--- config.mk ---
export PLATFORM = sky130hd
export DESIGN_NAME = frame_time_window_stats_core
export DESIGN_NICKNAME = d
export VERILOG_FILES = /design/src/hw/rtl/ftws_pkg.sv /design/src/hw/rtl/frame_time_window_stats_core.sv /design/src/hw/rtl/ftws_cell.sv /design/src/hw/rtl/ftws_chain.sv /design/src/hw/rtl/ftws_divider.sv
export SDC_FILE = /design/constraint.sdc
export NUM_CORES = 2
export LEC_CHECK = 0
export CAP_MARGIN = 20
export CELL_PAD_IN_SITES_DETAIL_PLACEMENT = 1
export CELL_PAD_IN_SITES_GLOBAL_PLACEMENT = 1
export CORE_UTILIZATION = 49
export DETAILED_ROUTE_END_ITERATION = 6
export DONT_BUFFER_PORTS = 1
export MAX_ROUTING_LAYER = met4
export PLACE_DENSITY_LB_ADDON = 0.3
export SLEW_MARGIN = 10
export SYNTH_ARGS = -nofsm -noshare
export SYNTH_HDL_FRONTEND = slang
export SYNTH_SLANG_ARGS = --single-unit
--- constraint.sdc ---
create_clock -name clock -period 35.4 [get_ports clock]
set_clock_uncertainty 0.2 [all_clocks]
set_input_delay 5.31 -clock clock [delete_from_list [all_inputs] [get_ports clock]]
set_output_delay 5.31 -clock clock [all_outputs]
set_load 0.01 [all_outputs]
--- src/hw/rtl/ftws_pkg.sv ---
// Shared types and constants of the frame time window statistics block.
// Used by every module in hw/rtl; depends on nothing else.
package ftws_pkg;

   // Field widths of the frame words.
   localparam int TIME_W     = 20;
   localparam int COUNT_W    = 7;
   localparam int CLASS_W    = 2;
   localparam int FRAME_NR_W = 32;
   localparam int REQ_DATA_W = 24;
   localparam int RSP_DATA_W = 112;

   // Default window depth of the top level.
   localparam int WINDOW_DEPTH_DEF = 64;

   // Configuration port.
   localparam int CSR_INDEX_W = 3;
   localparam int CSR_DATA_W  = 20;

   typedef enum logic [CSR_INDEX_W-1:0] {
      CSR_ENABLE = 3'd0,
      CSR_TARGET = 3'd1,
      CSR_ULTRA  = 3'd2,
      CSR_HIGH   = 3'd3,
      CSR_MEDIUM = 3'd4
   } csr_index_type;

   // Register reset values.
   localparam logic [TIME_W-1:0] TARGET_RST = 20'd16667;
   localparam logic [TIME_W-1:0] ULTRA_RST  = 20'd16667;
   localparam logic [TIME_W-1:0] HIGH_RST   = 20'd33333;
   localparam logic [TIME_W-1:0] MEDIUM_RST = 20'd50000;

   // Performance classes of the newest frame.
   typedef enum logic [CLASS_W-1:0] {
      CLASS_LOW    = 2'd0,
      CLASS_MEDIUM = 2'd1,
      CLASS_HIGH   = 2'd2,
      CLASS_ULTRA  = 2'd3
   } perf_class_type;

   // Sequencer states.
   typedef enum logic [1:0] {
      ST_IDLE,
      ST_SCAN,
      ST_MULT,
      ST_DONE
   } state_type;

   // Status handed from the divider to the sequencer.
   typedef struct packed {
      logic busy;
   } div_status_type;

endpackage

--- src/hw/rtl/frame_time_window_stats_core.sv ---
// Frame time window statistics, top level: configuration registers, sequencer and scanner.
// Depends on ftws_pkg, ftws_chain (with ftws_cell) and ftws_divider.
//
// Each request word carries one frame time in microseconds. A zero time, or any word while
// enable is 0, is dropped with no response. Any other frame enters a chain of WINDOW_DEPTH
// cells holding the newest frames; the chain is then rotated once around, one cell per
// cycle, while a scanner at its tail collects min, max and the slow count and a bit-serial
// divider forms the mean. The response waits for both the chain rotation and the divider;
// the rotation takes longer unless the window is very short. A new request is taken only
// while the sequencer is idle, so a frame is not taken before the last one is through;
// a finished response waits in its own register, so the next frame may be taken before it
// is read. The user must write configuration through the csr port only while no frame is
// in flight; the block itself does not enforce this.
module frame_time_window_stats_core
   import ftws_pkg::*;
#(
   parameter int WINDOW_DEPTH = WINDOW_DEPTH_DEF
) (
   input  logic                   clock,
   input  logic                   reset,
   // Request: [19:0] frame_time_us, [23:20] zero.
   input  logic                   req_tvalid,
   output logic                   req_tready,
   input  logic [REQ_DATA_W-1:0]  req_tdata,
   // Response: [6:0] frames_held, [26:7] mean_time_us, [46:27] min_time_us,
   // [66:47] max_time_us, [73:67] slow_frames, [75:74] perf_class, [76] target_met,
   // [77] below_rate, [78] has_headroom, [79] spike_seen, [111:80] frame_number.
   output logic                   rsp_tvalid,
   input  logic                   rsp_tready,
   output logic [RSP_DATA_W-1:0]  rsp_tdata,
   // Configuration writes.
   input  logic                   csr_valid,
   output logic                   csr_ready,
   input  logic [CSR_INDEX_W-1:0] csr_index,
   input  logic [CSR_DATA_W-1:0]  csr_data
);

   localparam int CNT_W = $clog2(WINDOW_DEPTH + 1);
   localparam int KW    = $clog2(WINDOW_DEPTH);
   localparam int SUM_W = TIME_W + CNT_W;

   // Configuration registers.
   logic              enable_ff;
   logic [TIME_W-1:0] target_ff;
   logic [TIME_W-1:0] ultra_ff;
   logic [TIME_W-1:0] high_ff;
   logic [TIME_W-1:0] medium_ff;

   // Window state.
   logic [CNT_W-1:0]  fill_ff;
   logic [SUM_W-1:0]  sum_ff;
   logic [SUM_W-1:0]  sum_in;
   logic [31:0]       count_ff;

   // Per-frame results.
   logic [31:0]       frame_nr_ff;
   perf_class_type    class_ff;
   perf_class_type    class_in;
   logic              met_ff;
   logic              below_ff;
   logic              headroom_ff;

   // Scanner.
   logic [KW-1:0]     k_ff;
   logic              scan_done_ff;
   logic [TIME_W-1:0] min_ff;
   logic [TIME_W-1:0] max_ff;
   logic [CNT_W-1:0]  slow_ff;
   logic [CNT_W:0]    held_pos;
   logic              held;
   logic [SUM_W-1:0]  product_ff;

   // Sequencer.
   state_type         state_ff;
   state_type         state_in;
   logic              accept;
   logic              take_item;
   logic              rotate;
   logic              div_start;
   logic              finish;

   // Response register.
   logic                  rsp_valid_ff;
   logic [RSP_DATA_W-1:0] rsp_data_ff;

   // Datapath links.
   logic [TIME_W-1:0]    frame_time;
   logic [TIME_W-1:0]    tail;
   logic [TIME_W-1:0]    head;
   logic [SUM_W-1:0]     quotient;
   div_status_type       div_status;
   logic [23:0]          time_x9;
   logic [23:0]          target_x10;
   logic [23:0]          time_x4;
   logic [23:0]          target_x5;
   logic [23:0]          time_x6;
   logic [21:0]          slow_lhs;
   logic [21:0]          slow_rhs;
   logic [CNT_W+6:0]     fill_wide;
   logic [CNT_W+6:0]     slow_wide;

   assign frame_time = req_tdata[TIME_W-1:0];
   assign accept     = req_tvalid && req_tready;
   assign take_item  = accept && enable_ff && (frame_time != '0);
   assign csr_ready  = 1'b1;

   // Configuration writes; indexes beyond the list are ignored.
   always_ff @(posedge clock) begin
      if (reset) begin
         enable_ff <= 1'b1;
         target_ff <= TARGET_RST;
         ultra_ff  <= ULTRA_RST;
         high_ff   <= HIGH_RST;
         medium_ff <= MEDIUM_RST;
      end else if (csr_valid && csr_ready) begin
         case (csr_index)
            CSR_ENABLE: enable_ff <= csr_data[0];
            CSR_TARGET: target_ff <= csr_data;
            CSR_ULTRA:  ultra_ff  <= csr_data;
            CSR_HIGH:   high_ff   <= csr_data;
            CSR_MEDIUM: medium_ff <= csr_data;
            default: ;
         endcase
      end
   end

   // Rate tests of the incoming frame as integer products by small constants, and its class.
   always_comb begin
      time_x9    = 24'(frame_time) * 24'd9;
      target_x10 = 24'(target_ff) * 24'd10;
      time_x4    = 24'(frame_time) * 24'd4;
      target_x5  = 24'(target_ff) * 24'd5;
      time_x6    = 24'(frame_time) * 24'd6;
      if (frame_time <= ultra_ff) begin
         class_in = CLASS_ULTRA;
      end else if (frame_time <= high_ff) begin
         class_in = CLASS_HIGH;
      end else if (frame_time <= medium_ff) begin
         class_in = CLASS_MEDIUM;
      end else begin
         class_in = CLASS_LOW;
      end
   end

   // New window sum: the oldest frame at the chain tail drops out once the window is full.
   always_comb begin
      if (fill_ff == CNT_W'(WINDOW_DEPTH)) begin
         sum_in = sum_ff - SUM_W'(tail) + SUM_W'(frame_time);
      end else begin
         sum_in = sum_ff + SUM_W'(frame_time);
      end
   end

   // The chain shifts the new frame in when it is taken and rotates during the scan.
   assign rotate = (state_ff == ST_SCAN) && !scan_done_ff;
   assign head   = rotate ? tail : frame_time;

   ftws_chain #(
      .WINDOW_DEPTH (WINDOW_DEPTH)
   ) u_chain (
      .clock    (clock),
      .shift_en (take_item || rotate),
      .head_in  (head),
      .tail_out (tail)
   );

   assign div_start = rotate && (k_ff == '0);

   ftws_divider #(
      .DIVIDEND_W (SUM_W),
      .DIVISOR_W  (CNT_W)
   ) u_divider (
      .clock    (clock),
      .reset    (reset),
      .start    (div_start),
      .dividend (sum_ff),
      .divisor  (fill_ff),
      .status   (div_status),
      .quotient (quotient)
   );

   // Rotation step k shows cell WINDOW_DEPTH-1-k at the tail; it is held when that cell
   // index is below the fill count.
   assign held_pos = {{(CNT_W + 1 - KW){1'b0}}, k_ff} + {1'b0, fill_ff};
   assign held     = held_pos >= (CNT_W + 1)'(WINDOW_DEPTH);
   assign slow_lhs = {1'b0, tail, 1'b0};
   assign slow_rhs = 22'(target_ff) * 22'd3;

   // Sequencer state register.
   always_ff @(posedge clock) begin
      if (reset) begin
         state_ff <= ST_IDLE;
      end else begin
         state_ff <= state_in;
      end
   end

   // Next state and handshake.
   always_comb begin
      state_in   = state_ff;
      req_tready = 1'b0;
      finish     = 1'b0;
      case (state_ff)
         ST_IDLE: begin
            req_tready = 1'b1;
            if (take_item) begin
               state_in = ST_SCAN;
            end
         end
         ST_SCAN: begin
            if (scan_done_ff && !div_status.busy) begin
               state_in = ST_MULT;
            end
         end
         ST_MULT: begin
            state_in = ST_DONE;
         end
         ST_DONE: begin
            if (!rsp_valid_ff || rsp_tready) begin
               finish   = 1'b1;
               state_in = ST_IDLE;
            end
         end
         default: begin
            state_in = ST_IDLE;
         end
      endcase
   end

   // Window control state and frame counter.
   always_ff @(posedge clock) begin
      if (reset) begin
         fill_ff      <= '0;
         sum_ff       <= '0;
         count_ff     <= '0;
         k_ff         <= '0;
         scan_done_ff <= 1'b0;
      end else if (take_item) begin
         if (fill_ff != CNT_W'(WINDOW_DEPTH)) begin
            fill_ff <= fill_ff + 1'b1;
         end
         sum_ff       <= sum_in;
         count_ff     <= count_ff + 1'b1;
         k_ff         <= '0;
         scan_done_ff <= 1'b0;
      end else if (rotate) begin
         k_ff <= k_ff + 1'b1;
         if (k_ff == KW'(WINDOW_DEPTH - 1)) begin
            scan_done_ff <= 1'b1;
         end
      end
   end

   // Per-frame results and scanner accumulators.
   always_ff @(posedge clock) begin
      if (take_item) begin
         frame_nr_ff <= count_ff;
         class_ff    <= class_in;
         met_ff      <= time_x9 <= target_x10;
         below_ff    <= time_x4 > target_x5;
         headroom_ff <= time_x6 < target_x5;
         min_ff      <= '1;
         max_ff      <= '0;
         slow_ff     <= '0;
      end else if (rotate && held) begin
         if (tail < min_ff) begin
            min_ff <= tail;
         end
         if (tail > max_ff) begin
            max_ff <= tail;
         end
         if (slow_lhs > slow_rhs) begin
            slow_ff <= slow_ff + 1'b1;
         end
      end
      if (state_ff == ST_MULT) begin
         product_ff <= SUM_W'(max_ff) * SUM_W'(fill_ff);
      end
   end

   // Response register.
   assign fill_wide = {7'd0, fill_ff};
   assign slow_wide = {7'd0, slow_ff};

   always_ff @(posedge clock) begin
      if (reset) begin
         rsp_valid_ff <= 1'b0;
      end else if (finish) begin
         rsp_valid_ff <= 1'b1;
      end else if (rsp_tready) begin
         rsp_valid_ff <= 1'b0;
      end
   end

   always_ff @(posedge clock) begin
      if (finish) begin
         rsp_data_ff <= {frame_nr_ff,
                         {1'b0, product_ff} > {sum_ff, 1'b0},
                         headroom_ff,
                         below_ff,
                         met_ff,
                         class_ff,
                         slow_wide[6:0],
                         max_ff,
                         min_ff,
                         quotient[TIME_W-1:0],
                         fill_wide[6:0]};
      end
   end

   assign rsp_tvalid = rsp_valid_ff;
   assign rsp_tdata  = rsp_data_ff;

endmodule

--- src/hw/rtl/ftws_cell.sv ---
// One cell of the window chain: holds one frame time and takes its neighbor's value on a shift.
// Depends on ftws_pkg.
module ftws_cell
   import ftws_pkg::*;
(
   input  logic              clock,
   input  logic              shift_en,
   input  logic [TIME_W-1:0] data_in,
   output logic [TIME_W-1:0] data_out
);

   logic [TIME_W-1:0] data_ff;

   // Payload register, no reset needed; cells are only read once written.
   always_ff @(posedge clock) begin
      if (shift_en) begin
         data_ff <= data_in;
      end
   end

   assign data_out = data_ff;

endmodule

--- src/hw/rtl/ftws_chain.sv ---
// Row of window cells. Cell 0 holds the newest frame; the last cell feeds the scanner.
// Depends on ftws_pkg and ftws_cell.
module ftws_chain
   import ftws_pkg::*;
#(
   parameter int WINDOW_DEPTH = WINDOW_DEPTH_DEF
) (
   input  logic              clock,
   input  logic              shift_en,
   input  logic [TIME_W-1:0] head_in,
   output logic [TIME_W-1:0] tail_out
);

   logic [TIME_W-1:0] link [WINDOW_DEPTH+1];

   assign link[0] = head_in;

   // Each cell takes the value of the cell before it.
   for (genvar i = 0; i < WINDOW_DEPTH; i++) begin : g_cell
      ftws_cell u_cell (
         .clock    (clock),
         .shift_en (shift_en),
         .data_in  (link[i]),
         .data_out (link[i+1])
      );
   end

   assign tail_out = link[WINDOW_DEPTH];

endmodule

--- src/hw/rtl/ftws_divider.sv ---
// Restoring divider, one quotient bit per cycle, used for the window mean.
// Depends on ftws_pkg.
module ftws_divider
   import ftws_pkg::*;
#(
   parameter int DIVIDEND_W = 26,
   parameter int DIVISOR_W  = 7
) (
   input  logic                  clock,
   input  logic                  reset,
   input  logic                  start,
   input  logic [DIVIDEND_W-1:0] dividend,
   input  logic [DIVISOR_W-1:0]  divisor,
   output div_status_type        status,
   output logic [DIVIDEND_W-1:0] quotient
);

   localparam int CNT_W = $clog2(DIVIDEND_W + 1);

   logic                  busy_ff;
   logic [CNT_W-1:0]      cnt_ff;
   logic [DIVISOR_W-1:0]  rem_ff;
   logic [DIVIDEND_W-1:0] quo_ff;
   logic [DIVISOR_W-1:0]  divisor_ff;

   logic [DIVISOR_W:0]    trial;
   logic                  fits;
   logic [DIVISOR_W:0]    diff;

   // Shift in the next dividend bit and try to subtract the divisor.
   always_comb begin
      trial = {rem_ff, quo_ff[DIVIDEND_W-1]};
      fits  = trial >= {1'b0, divisor_ff};
      diff  = trial - {1'b0, divisor_ff};
   end

   // Control state.
   always_ff @(posedge clock) begin
      if (reset) begin
         busy_ff <= 1'b0;
         cnt_ff  <= '0;
      end else if (start) begin
         busy_ff <= 1'b1;
         cnt_ff  <= CNT_W'(DIVIDEND_W);
      end else if (busy_ff) begin
         cnt_ff <= cnt_ff - 1'b1;
         if (cnt_ff == CNT_W'(1)) begin
            busy_ff <= 1'b0;
         end
      end
   end

   // Remainder and quotient registers; the quotient bits replace the dividend from the bottom.
   always_ff @(posedge clock) begin
      if (start) begin
         rem_ff     <= '0;
         quo_ff     <= dividend;
         divisor_ff <= divisor;
      end else if (busy_ff) begin
         rem_ff <= fits ? diff[DIVISOR_W-1:0] : trial[DIVISOR_W-1:0];
         quo_ff <= {quo_ff[DIVIDEND_W-2:0], fits};
      end
   end

   assign status.busy = busy_ff;
   assign quotient    = quo_ff;

endmodule

==> flow_metrics.env <==
export IMPL_gp_congestion=0.875
export IMPL_postCtsHoldBufs=0
export IMPL_whs_ps=191
export IMPL_grt_pass1_wl_um=241000
export IMPL_avgViaCountPerCell=5.49
export IMPL_finalSetupTns_ps=0
export IMPL_ys_seq_area_share_pct=69.9
export IMPL_drtAntennaViolNets=0
export IMPL_cpMaxStageDelayCell="buf_4"
export IMPL_worst_slack_ps=26050
export IMPL_leakagePower_nw=29.8
export IMPL_initial_core_util_pct=49.5
export IMPL_period_share_pct=26.4
export IMPL_route_detailed_drc=0
export IMPL_io_buffers=0
export IMPL_num_vias=37600
export IMPL_syn2layout_area_growth_pct=11.5
export IMPL_dp_slack_ps=25040
export IMPL_drt_iter0_drc=2507
export IMPL_clockBufferDepth=3
export IMPL_dr_pass1_iters=6
export IMPL_die_h_um=380
export IMPL_slew_violations=0
export IMPL_max_cap_violations=0
export IMPL_drt_total_wl_um=159000
export IMPL_dp_cells=6524
export IMPL_grt_start_max_net_pins=195
export IMPL_startpoint_type="primary input"
export IMPL_io_pins=167
export IMPL_max_freq_ghz=0.107
export IMPL_cts_setup_buffers=0
export IMPL_clk_pin_slew_ps=60
export IMPL_cts_root_buf="clkbuf_16"
export IMPL_cts_buffers=170
export IMPL_ys_seq_elements=1707
export IMPL_wl_per_cell_um=23.3
export IMPL_outcome="complete, no violations"
export IMPL_rows=138
export IMPL_die_area_mm2=0.145
export IMPL_min_period_ps=9350
export IMPL_clock_latency_ps=800
export IMPL_core_area_mm2=0.142
export IMPL_min_path_type="register to register"
export IMPL_cts_sinks=1707
export IMPL_crit_chain="inv_1 -> ha_1 -> nand4_1 -> o31ai_4 -> nand2_8 -> buf_12 -> buf_12 -> buf_4"
export IMPL_dp_hpwl_um=107000
export IMPL_synth_distinct_cells=82
export IMPL_grt_ovfl_total=0
export IMPL_crit_type="primary input to register"
export IMPL_ys_warn_count=0
export IMPL_critPathRequiredTime_ps=35600
export IMPL_max_vdd_ir_drop_uv=78.5
export IMPL_synthCells=4684
export IMPL_cts_resized=0
export IMPL_postSynthAreaPerCell_um2=15.0
export IMPL_stdcell_count=6846
export IMPL_grt_setup_unrepaired="no"
export IMPL_synthFlopType="edfxtp_1"
export IMPL_synth_edff_count=1490
export IMPL_fin_nets=5428
export IMPL_async_reset_ff_share_pct=0
export IMPL_max_stage_delay_ps=930
export IMPL_finalHoldViolCount=0
export IMPL_max_slew_margin_rel_pct=23.9
export IMPL_crit_path_end_kind="register"
export IMPL_grt_usage_pct=22.8
export IMPL_crit_top_cell="buf_12"
export IMPL_p_per_area_mw_per_mm2=87.5
export IMPL_htreeDepth=4
export IMPL_cts_tree="built"
export IMPL_synthesis_area_mm2=0.0702
export IMPL_setup_viol=0
export IMPL_tightestPinTransition_ps=1140
export IMPL_syn_num_nets=5305
export IMPL_drive_above_1_share_pct=6.86
export IMPL_die_x_um=380
export IMPL_arrival_ps=9560
export IMPL_grt_pass1_vias=39800
export IMPL_antenna_found_initial=6
export IMPL_crit_path_max_fanout=186
report_power, final:
| group | internal [W] | leakage, nW | total [W] | switching [W] |
|---|---|---|---|---|
| Sequential | 0.00350 | 16.1 | 0.00386 | 0.000358 |
| Clock | 0.00100 | 2.71 | 0.00177 | 0.000773 |
| Combinational | 0.000349 | 10.9 | 0.00122 | 0.000871 |
| Total | 0.00485 | 29.8 | 0.00685 | 0.00200 |
Yosys cell counts, types with 7 or more instances:
cell | count | area share (%)
and2_1 | 84 | 0.75
or2_2 | 12 | 0.11
xnor2_1 | 83 | 1.0
a311oi_1 | 7 | 0.087
fa_1 | 116 | 3.3
nand2_1 | 383 | 2.0
o211ai_1 | 38 | 0.41
nor4_1 | 9 | 0.080
a211oi_1 | 47 | 0.50
inv_1 | 353 | 1.9
a21oi_1 | 214 | 1.5
nand3b_1 | 7 | 0.075
nor2_1 | 216 | 1.2
xor2_1 | 67 | 0.84
or3_1 | 21 | 0.19
nand4_1 | 53 | 0.47
nor2b_1 | 33 | 0.29
nand3_1 | 63 | 0.45
and3_1 | 22 | 0.20
o21ai_0 | 148 | 1.1
dfxtp_1 | 217 | 6.2
buf_1 | 7 | 0.037
edfxtp_1 | 1490 | 64
a21o_1 | 130 | 1.4
nand2b_1 | 31 | 0.28
o21a_1 | 41 | 0.44
a31oi_1 | 14 | 0.12
o21bai_1 | 14 | 0.15
mux2i_1 | 45 | 0.64
o31ai_1 | 14 | 0.15
nor3_1 | 50 | 0.36
a31o_2 | 8 | 0.10
clkbuf_1 | 83 | 0.44
ha_1 | 453 | 8.1
placed cells by master (no fill, tap or decap), types with 21 or more instances in the layout:
| cell type | count |
|---|---|
| edfxtp_1 | 1490 |
| ha_1 | 453 |
| nand2_1 | 382 |
| inv_1 | 352 |
| dfxtp_1 | 217 |
| nor2_1 | 216 |
| a21oi_1 | 214 |
| clkbuf_16 | 173 |
| o21ai_0 | 148 |
| a21o_1 | 130 |
| fa_1 | 116 |
| and2_1 | 84 |
| xnor2_1 | 83 |
| xor2_1 | 67 |
| nand3_1 | 62 |
| nand4_1 | 53 |
| nor3_1 | 50 |
| a211oi_1 | 47 |
| clkbuf_1 | 47 |
| mux2i_1 | 45 |
| o21a_1 | 41 |
| buf_4 | 41 |
| o211ai_1 | 38 |
| clkinv_2 | 32 |
| nand2b_1 | 31 |
| nor2b_1 | 31 |
| and3_1 | 22 |
| or3_1 | 21 |
| clkinv_1 | 21 |
logic make-up (layout without fill, tap and decap cells):
family | count (synthesis) | in the layout | synth area share, %
multiplexers | 45 | 45 | 0.642
other | 1 | 2 | 0.00534
buffers and inverters | 448 | 719 | 2.41
flip-flops | 1707 | 1707 | 69.9
adder cells (fa/ha/maj) | 569 | 569 | 11.4
XOR/XNOR | 150 | 150 | 1.87
AO/OA/AOI/OAI | 753 | 753 | 6.98
AND/OR/NAND/NOR | 1011 | 1011 | 6.78
routing by layer:
layer | up-vias | wire [um] | global-route usage [%]
met5 | - | 0 | -
met1 | 19000 | 69600 | 29.8
li1 | 17400 | - | -
met2 | 927 | 75500 | 36.1
met4 | 0 | 5050 | 7.58
met3 | 274 | 9110 | 4.25
layout make-up:
type	instances	area, um^2
clock inverter	87	928
tap	1890	2360
fill	13400	63500
sequential	1707	49100
clock buffer	233	4680
antenna	1	2.50
inverter	353	1330
multi-input combinational	2529	19500
timing repair buffer	46	415
per-stage QoR:
step / utilization (%) / instance area (um^2) / total power [W]
6_report: 55.2 / 78300 / 0.00685
3_5_place_dp: 51.2 / 72600 / 0.00510
3_3_place_gp: 51.2 / 72600 / 0.00496
5_1_grt: 55.2 / 78300 / 0.00717
2_1_floorplan: - / 70200 / 0.00506
4_1_cts: 55.2 / 78200 / 0.00692
sequential cells by signal, summed over array words and instances, names as in the netlist, 2 cells and up:
register	cells
k_ff	6
state_ff	2
u_divider.divisor_ff	7
ultra_ff	20
medium_ff	20
product_ff	27
count_ff	32
max_ff	20
rsp_tdata	112
u_divider.rem_ff	7
u_chain.g_cell.u_cell.data_out	1280
high_ff	20
u_divider.cnt_ff	5
target_ff	20
frame_nr_ff	32
slow_ff	7
fill_ff	7
sum_ff	27
min_ff	20
u_divider.quotient	27
class_ff	2
critical path: cells and delay by family:
kind / cells / cell delay (ps)
compound gates: 1 / 130
fa+ha+maj: 1 / 350
buf+inv: 4 / 2670
simple gates: 2 / 830
final timing paths:
path,from,to,slack [ps],cells after the start
hold reg to reg,u_chain.g_cell[26].u_cell.data_out[6]$_DFFE_PP_,u_chain.g_cell[27].u_cell.data_out[6]$_DFFE_PP_,190,0
hold / removal,u_chain.g_cell[26].u_cell.data_out[6]$_DFFE_PP_,u_chain.g_cell[27].u_cell.data_out[6]$_DFFE_PP_,190,0
setup / recovery,req_tdata[0],u_chain.g_cell[44].u_cell.data_out[16]$_DFFE_PP_,26050,8
setup reg to reg,fill_ff[4]$_SDFFE_PP0P_,product_ff[26]$_DFFE_PP_,28890,19
No activity file was read; power rests on OpenSTA's default activity.
